File: config.mk
export PLATFORM = sky130hd
export DESIGN_NAME = http_response_body_deframer_top
export DESIGN_NICKNAME = d
export VERILOG_FILES = /design/src/rtl/hrd_pkg.sv /design/src/rtl/hrd_in_stage.sv /design/src/rtl/hrd_parser.sv /design/src/rtl/hrd_out_stage.sv /design/src/rtl/http_response_body_deframer_top.sv
export SDC_FILE = /design/constraint.sdc
export NUM_CORES = 1
export LEC_CHECK = 0
export BUFFER_PORTS_ARGS = -buffer_cell sky130_fd_sc_hd__buf_2
export CORE_MARGIN = 2
export CORE_UTILIZATION = 42
export DETAILED_ROUTE_END_ITERATION = 12
export GPL_TIMING_DRIVEN = 0
export MAX_ROUTING_LAYER = met4
export PLACE_DENSITY = 0.63
export SLEW_MARGIN = 20
export SYNTH_ARGS = -nofsm -noshare
export SYNTH_HDL_FRONTEND = slang
export SYNTH_SLANG_ARGS = --single-unit
export TNS_END_PERCENT = 50
File: constraint.sdc
create_clock -name clk -period 7.8 [get_ports clk]
set_input_delay 0.39 -clock clk [delete_from_list [all_inputs] [get_ports clk]]
set_output_delay 0.39 -clock clk [all_outputs]
set_load 0.02 [all_outputs]
File: src/rtl/hrd_pkg.sv
// Shared types and constants for the HTTP response body deframer.
// Used by every module in rtl; depends on nothing.
package hrd_pkg;

    localparam int NAME_LEN = 16;

    localparam logic [7:0] CHAR_CR = 8'h0D;
    localparam logic [7:0] CHAR_LF = 8'h0A;
    localparam logic [7:0] CHAR_ZERO = 8'h30;
    localparam logic [7:0] CHAR_NINE = 8'h39;

    localparam logic [7:0] NAME_TEXT [NAME_LEN] = '{
        8'h43, 8'h6F, 8'h6E, 8'h74, 8'h65, 8'h6E, 8'h74, 8'h2D,
        8'h4C, 8'h65, 8'h6E, 8'h67, 8'h74, 8'h68, 8'h3A, 8'h20
    };

    typedef enum logic [1:0] {
        PH_HEADER = 2'd0,
        PH_BODY   = 2'd1
    } phase_t;

    typedef struct packed {
        logic [7:0]  data_byte;
        logic        is_payload;
        logic        header_done;
        logic        length_known;
        logic [31:0] content_length;
        logic [31:0] body_count;
        logic        last;
    } hrd_result_t;

endpackage

File: src/rtl/hrd_in_stage.sv
// Input register of the deframer: holds one received byte until the parser takes it.
// Depends on hrd_pkg.
module hrd_in_stage
    import hrd_pkg::*;
(
    input  logic       clk,
    input  logic       rst_n,
    input  logic       in_valid,
    output logic       in_stall,
    input  logic [7:0] rx_byte,
    input  logic       advance,
    output logic       go,
    output logic [7:0] byte_q
);

    logic       valid_reg;
    logic [7:0] byte_reg;

    assign go       = valid_reg && advance;
    assign in_stall = valid_reg && !advance;
    assign byte_q   = byte_reg;

    always_ff @(posedge clk or negedge rst_n)
    begin
        if (!rst_n)
        begin
            valid_reg <= 1'b0;
        end
        else if (!in_stall)
        begin
            valid_reg <= in_valid;
        end
    end

    always_ff @(posedge clk)
    begin
        if (!in_stall && in_valid)
        begin
            byte_reg <= rx_byte;
        end
    end

endmodule

File: src/rtl/hrd_parser.sv
// Parser state and its combinational update for one byte: name match, digit
// accumulation, end-of-header detection and body counting. Depends on hrd_pkg.
module hrd_parser
    import hrd_pkg::*;
#(
    parameter int LENGTH_BITS = 32
)
(
    input  logic        clk,
    input  logic        rst_n,
    input  logic        go,
    input  logic [7:0]  byte_q,
    output hrd_result_t result
);

    localparam logic [LENGTH_BITS-1:0] LEN_MAX = {LENGTH_BITS{1'b1}};

    phase_t                 phase_reg, phase_next;
    logic [4:0]             name_idx_reg, name_idx_next;
    logic                   reading_reg, reading_next;
    logic                   stopped_reg, stopped_next;
    logic [LENGTH_BITS-1:0] length_reg, length_next;
    logic                   seen_reg, seen_next;
    logic [1:0]             blank_reg, blank_next;
    logic [LENGTH_BITS-1:0] body_reg, body_next;

    logic [LENGTH_BITS+3:0] scaled;
    logic [LENGTH_BITS-1:0] len_upd;
    logic [LENGTH_BITS-1:0] body_upd;
    logic [31:0]            len_out;
    logic [31:0]            body_out;
    logic                   payload;
    logic                   hdone;
    logic                   fin;
    logic [4:0]             idx;
    logic [1:0]             m;
    logic [7:0]             blank_char;

    assign scaled = ({4'b0, length_reg} << 3) + ({4'b0, length_reg} << 1)
                  + (LENGTH_BITS+4)'(byte_q - CHAR_ZERO);

    generate
        if (LENGTH_BITS > 32)
        begin : g_wide
            assign len_out  = (|len_upd[LENGTH_BITS-1:32]) ? 32'hFFFF_FFFF : len_upd[31:0];
            assign body_out = (|body_upd[LENGTH_BITS-1:32]) ? 32'hFFFF_FFFF : body_upd[31:0];
        end
        else
        begin : g_narrow
            assign len_out  = 32'(len_upd);
            assign body_out = 32'(body_upd);
        end
    endgenerate

    always_comb
    begin
        phase_next    = phase_reg;
        name_idx_next = name_idx_reg;
        reading_next  = reading_reg;
        stopped_next  = stopped_reg;
        length_next   = length_reg;
        seen_next     = seen_reg;
        blank_next    = blank_reg;
        body_next     = body_reg;
        payload       = 1'b0;
        hdone         = 1'b0;
        fin           = 1'b0;
        idx           = 5'd0;
        m             = blank_reg;
        blank_char    = CHAR_CR;

        case (phase_reg)
            PH_BODY:
            begin
                payload   = 1'b1;
                hdone     = 1'b1;
                body_next = (body_reg == LEN_MAX) ? body_reg : body_reg + 1'b1;
                fin       = (body_next >= length_reg);
            end
            default:
            begin
                if (reading_reg)
                begin
                    if (byte_q == CHAR_CR)
                    begin
                        reading_next = 1'b0;
                        seen_next    = 1'b1;
                    end
                    else if (!stopped_reg && (byte_q inside {[CHAR_ZERO:CHAR_NINE]}))
                    begin
                        length_next = (|scaled[LENGTH_BITS+3:LENGTH_BITS])
                                    ? LEN_MAX : scaled[LENGTH_BITS-1:0];
                    end
                    else
                    begin
                        stopped_next = 1'b1;
                    end
                end
                else if (!seen_reg)
                begin
                    idx = name_idx_reg[4] ? 5'd0 : name_idx_reg;
                    if (byte_q == NAME_TEXT[idx[3:0]])
                    begin
                        idx = idx + 5'd1;
                    end
                    else
                    begin
                        idx = (byte_q == NAME_TEXT[0]) ? 5'd1 : 5'd0;
                    end
                    if (idx[4])
                    begin
                        reading_next = 1'b1;
                        stopped_next = 1'b0;
                        length_next  = '0;
                        idx          = 5'd0;
                    end
                    name_idx_next = idx;
                end

                blank_char = m[0] ? CHAR_LF : CHAR_CR;
                if (byte_q == blank_char)
                begin
                    if (m == 2'd3)
                    begin
                        hdone = 1'b1;
                        m     = 2'd0;
                    end
                    else
                    begin
                        m = m + 2'd1;
                    end
                end
                else
                begin
                    m = (byte_q == CHAR_CR) ? 2'd1 : 2'd0;
                end
                blank_next = m;

                if (hdone)
                begin
                    phase_next = PH_BODY;
                    body_next  = '0;
                    fin        = !seen_next || (length_next == '0);
                end
            end
        endcase
    end

    assign len_upd  = length_next;
    assign body_upd = body_next;

    always_comb
    begin
        result.data_byte      = byte_q;
        result.is_payload     = payload;
        result.header_done    = hdone;
        result.length_known   = seen_next;
        result.content_length = len_out;
        result.body_count     = payload ? body_out : 32'd0;
        result.last           = fin;
    end

    always_ff @(posedge clk or negedge rst_n)
    begin
        if (!rst_n)
        begin
            phase_reg    <= PH_HEADER;
            name_idx_reg <= 5'd0;
            reading_reg  <= 1'b0;
            stopped_reg  <= 1'b0;
            length_reg   <= '0;
            seen_reg     <= 1'b0;
            blank_reg    <= 2'd0;
            body_reg     <= '0;
        end
        else if (go)
        begin
            if (fin)
            begin
                phase_reg    <= PH_HEADER;
                name_idx_reg <= 5'd0;
                reading_reg  <= 1'b0;
                stopped_reg  <= 1'b0;
                length_reg   <= '0;
                seen_reg     <= 1'b0;
                blank_reg    <= 2'd0;
                body_reg     <= '0;
            end
            else
            begin
                phase_reg    <= phase_next;
                name_idx_reg <= name_idx_next;
                reading_reg  <= reading_next;
                stopped_reg  <= stopped_next;
                length_reg   <= length_next;
                seen_reg     <= seen_next;
                blank_reg    <= blank_next;
                body_reg     <= body_next;
            end
        end
    end

    // A finished response leaves the parser back at the start of a header.
    a_restart: assert property (@(posedge clk) disable iff (!rst_n)
        go && fin |=> phase_reg == PH_HEADER && body_reg == '0 && !seen_reg)
        else $error("parser did not restart after the last byte");

    // Digits are read only before the length is known.
    a_digits_before_seen: assert property (@(posedge clk) disable iff (!rst_n)
        reading_reg |-> !seen_reg)
        else $error("digit reading active after length was known");

    // The blank-line matcher is idle during the body.
    a_body_blank_idle: assert property (@(posedge clk) disable iff (!rst_n)
        phase_reg == PH_BODY |-> blank_reg == 2'd0)
        else $error("blank-line matcher busy in body phase");

endmodule

File: src/rtl/hrd_out_stage.sv
// Result register of the deframer: holds one result beat until the receiver takes it.
// Depends on hrd_pkg.
module hrd_out_stage
    import hrd_pkg::*;
(
    input  logic        clk,
    input  logic        rst_n,
    input  logic        go,
    input  hrd_result_t result,
    output logic        advance,
    output logic        out_valid,
    input  logic        out_stall,
    output hrd_result_t result_q
);

    logic        valid_reg;
    hrd_result_t result_reg;

    assign advance   = !valid_reg || !out_stall;
    assign out_valid = valid_reg;
    assign result_q  = result_reg;

    always_ff @(posedge clk or negedge rst_n)
    begin
        if (!rst_n)
        begin
            valid_reg <= 1'b0;
        end
        else if (advance)
        begin
            valid_reg <= go;
        end
    end

    always_ff @(posedge clk)
    begin
        if (go)
        begin
            result_reg <= result;
        end
    end

endmodule

File: src/rtl/http_response_body_deframer_top.sv
// Takes one response byte per beat and returns one result beat per byte,
// marking header, body and the last byte of each response. Depends on hrd_pkg.
//
// One byte is accepted in every cycle while the output is not stalled; each byte
// passes the input register, then the result register that offers its beat. The
// rate is set by the parser state update, which handles one whole byte
// combinationally between the input register and the result register. The parsed
// length is LENGTH_BITS wide internally and is reported saturated to 32 bits.
module http_response_body_deframer_top
    import hrd_pkg::*;
#(
    parameter int LENGTH_BITS = 32
)
(
    input  logic        clk,
    input  logic        rst_n,
    input  logic        in_valid,
    output logic        in_stall,
    input  logic [7:0]  rx_byte,
    output logic        out_valid,
    input  logic        out_stall,
    output logic [7:0]  data_byte,
    output logic        is_payload,
    output logic        header_done,
    output logic        length_known,
    output logic [31:0] content_length,
    output logic [31:0] body_count,
    output logic        last
);

    logic        advance;
    logic        go;
    logic [7:0]  byte_q;
    hrd_result_t result;
    hrd_result_t result_q;

    hrd_in_stage u_in_stage (
        .clk      (clk),
        .rst_n    (rst_n),
        .in_valid (in_valid),
        .in_stall (in_stall),
        .rx_byte  (rx_byte),
        .advance  (advance),
        .go       (go),
        .byte_q   (byte_q)
    );

    hrd_parser #(
        .LENGTH_BITS (LENGTH_BITS)
    ) u_parser (
        .clk    (clk),
        .rst_n  (rst_n),
        .go     (go),
        .byte_q (byte_q),
        .result (result)
    );

    hrd_out_stage u_out_stage (
        .clk       (clk),
        .rst_n     (rst_n),
        .go        (go),
        .result    (result),
        .advance   (advance),
        .out_valid (out_valid),
        .out_stall (out_stall),
        .result_q  (result_q)
    );

    assign data_byte      = result_q.data_byte;
    assign is_payload     = result_q.is_payload;
    assign header_done    = result_q.header_done;
    assign length_known   = result_q.length_known;
    assign content_length = result_q.content_length;
    assign body_count     = result_q.body_count;
    assign last           = result_q.last;

endmodule

==> metrics.cfg <==
[routing]
drt_iter0_markers = 957
drc = 0
vias = 10500
final_antenna_net_count = 0
wl_per_cell_um = 21.1
drt_wl_total_um = 37500
drtPass1Iterations = 5
via_per_inst = 5.90

[critical_path]
cp.arrival_ns = 7.52
cp-end-kind = flip-flop
critPathMaxFanout = 10
crit_slowest_cell = nor3_1
slowest_delay_ns = 0.82
critPathBufInv = 3
crit_type = flip-flop to flip-flop
crit_chain = clkbuf_1, nand3_1, nor4_1, nand4_1, and4_1, clkbuf_1, and3_1, and3_1, nand2b_1, nor3_1, nand3_1, nor2_1, xnor2_1, inv_1, ha_1, nand4_1, nor2_1, and3_1, or4b_2, nor3_1, nor3_1, mux2_2, a21oi_1, o22ai_1
start_kind = flip-flop
required_ns = 8.06
path_delay_family = simple AND/OR/NAND/NOR gates

[die]
ios = 90
rows = 61
die_x_um = 171
start_util_pct = 42.4
core_area_mm2 = 0.0276
fp.dieH_um = 171
dieArea_mm2 = 0.0292

[pwr]
p_int_uw = 2580
p_switching_uw = 2540
power.density_mw_per_mm2 = 383
p_total_uw = 5120
p_sw_share_pct = 49.6
ir_drop_v = 0.000169
p_leak_uw = 0.00574
combinationalPowerShare_pct = 57.9
clkPwrFrac_pct = 17.9
seqPwrFrac_pct = 24.1

[synth]
synth_compound_area_share_pct = 20.9
yosys.area_share.simple_pct = 17.3
synth-adder-area-share_pct = 13.7
synth_seq_cells = 160
syn_area_mm2 = 0.0117
ys_seq_area_share_pct = 37.8
synth-main-ff-cell = edfxtp_1
muxShareOfSynthArea_pct = 0.780
avgSynthCellArea_um2 = 9.18
synthCells = 1275
syn_nets = 1396
synthArstFlopShare_pct = 47.5
synth_edf_count = 84
synth_xor_area_share_pct = 4.56
yosys_warnings = 0
synth_top_family_by_area = compound AO/OA/AOI/OAI gates
ys_types = 83

[layout]
final_cell_mix = nand2_1, nor2_1, o21ai_0
utilization_pct = 48.4
multiInputGateArea_mm2 = 0.00672
final_common_cell = nand2_1
drive_above_1_share_pct = 13.5
largest_reg_flops = 76
antenna_cells = 0
nNetsFinal = 1511
regArea_mm2 = 0.00442
fillers = 2681
area_delta_synth_final_pct = 14.3

[sta]
hold_viol = 0
finClkSkew_ns = 0.0144
period_share_pct = 93.0
worst_pin_slew_ns = 1.24
fin_crit_ns = 7.26
drv_slew = 0
slew_headroom_pct = 16.4
rsz0062_at_grt = no
setup_violations = 0
max_freq_ghz = 0.138

[placement]
gp_congestion = 0.953
place_hpwl_um = 28400
portBuffers = 89

[grt]
grt_max_degree = 57
grt_pass1_vias = 10200
antenna_found_initial = 0
grt_pass1_wl_um = 57900
grt-ovfl-total = 0
grt_use_total_pct = 26.9

[cts]
cts_root_buf = clkbuf_16
clock_latency_ns = 0.44
postCtsSetupRepairBufs = 0
cts_hold_buf = 1
cts_tree = done
cts_buffers = 17
ctsResizeCount = 0
htreeDepth = 4
clock_sinks = 160
clockBufferDepth = 2
cts.clk_slew.worst_paths_ns = 0.08

[hold_path]
hold_class = input pin to flip-flop

[outcome]
status = completed

[flow_run]
max_cap_viol_count = 0

-- kinds of logic after synthesis --
logic type | after synthesis
mux | 9
flops | 160
compound gates | 370
xor+xnor | 61
simple gates | 424
buf+inv | 141
fa+ha+maj | 110
-- per-stage QoR --
stage	cell area (um^2)	TNS, ns	hold WS (ns)	std cells	setup slack [ns]
2_1_floorplan	11700	0	0.0944	1275	1.09
3_5_place_dp	12700	0	0.374	1748	0.908
6_report	13400	0	0.119	1781	0.543
3_3_place_gp	12600	-43.87	0.429	1742	-1.07
4_1_cts	13400	0	0.119	1781	0.823
5_1_grt	13400	0	0.114	1781	0.122
-- area by class of cell --
class                           instances  area share [%]
Timing Repair Buffer                   96            4.15
Buffer                                 58            2.06
Sequential cell                       160            33.1
Inverter                               83            2.33
Tap cell                              378            3.53
Clock buffer                           17            3.18
Multi-Input combinational cell        974            50.2
Clock inverter                         15            1.48
-- layer usage --
| metal | up-vias | global-route usage, % | wire length [um] |
|---|---|---|---|
| met5 | - | - | 0 |
| met4 | 0 | 10.3 | 1380 |
| met3 | 79 | 5.71 | 3000 |
| met2 | 480 | 39.9 | 16400 |
| met1 | 5105 | 36.3 | 16700 |
| li1 | 4846 | - | - |
-- final timing paths --
check                      depth (start not counted)                                    to                         startpoint  slack, ns
max                                               24  u_parser.name_idx_reg[2]$_DFFE_PN0P_  u_parser.body_reg[23]$_DFFE_PN0P_       0.54
min                                                1        u_in_stage.byte_q[0]$_DFFE_PP_                         rx_byte[0]       0.12
max reg2reg                                       24  u_parser.name_idx_reg[2]$_DFFE_PN0P_  u_parser.body_reg[23]$_DFFE_PN0P_       0.54
min reg2reg                                        0    u_out_stage.result_q[74]$_DFFE_PP_     u_in_stage.byte_q[6]$_DFFE_PP_       0.46
max in group asynchronous                          3  u_parser.name_idx_reg[0]$_DFFE_PN0P_                              rst_n       6.74
min in group asynchronous                          2      u_parser.body_reg[0]$_DFFE_PN0P_                              rst_n       0.43
-- power groups by stage --
stage          sequential (uW)  clock [uW]  combinational (uW)
6_report                  1240         920                2970
5_1_grt                   1260         956                3240
4_1_cts                   1240         925                2930
3_5_place_dp              1250           0                2900
3_3_place_gp              1260           0                2860
2_1_floorplan             1260           0                1980
-- synthesized netlist by cell type (all sizes together) (6+ instances only) --
| cell type | count | share of area (%) |
|---|---|---|
| mux2i | 8 | 0.68 |
| and2 | 16 | 0.86 |
| and4 | 6 | 0.45 |
| nand2b | 12 | 0.64 |
| o31ai | 13 | 0.83 |
| nand3 | 35 | 1.5 |
| clkbuf | 44 | 1.4 |
| nor2 | 118 | 3.9 |
| fa | 31 | 5.3 |
| nand2 | 141 | 4.5 |
| ha | 78 | 8.3 |
| a211oi | 22 | 1.9 |
| nor4 | 8 | 0.43 |
| nand4 | 16 | 0.86 |
| edfxtp | 84 | 22 |
| buf | 14 | 0.91 |
| nor2b | 8 | 0.43 |
| inv | 81 | 2.6 |
| and3 | 18 | 0.96 |
| o221ai | 6 | 0.45 |
| o211ai | 20 | 1.3 |
| dfrtp | 76 | 16 |
| a31oi | 8 | 0.43 |
| nor3 | 19 | 0.81 |
| o22ai | 14 | 0.75 |
| o21ai | 106 | 4.5 |
| xnor2 | 35 | 2.6 |
| a21oi | 103 | 5.1 |
| xor2 | 26 | 1.9 |
| a21o | 25 | 1.6 |
No activity file was read; power rests on OpenSTA's default activity.
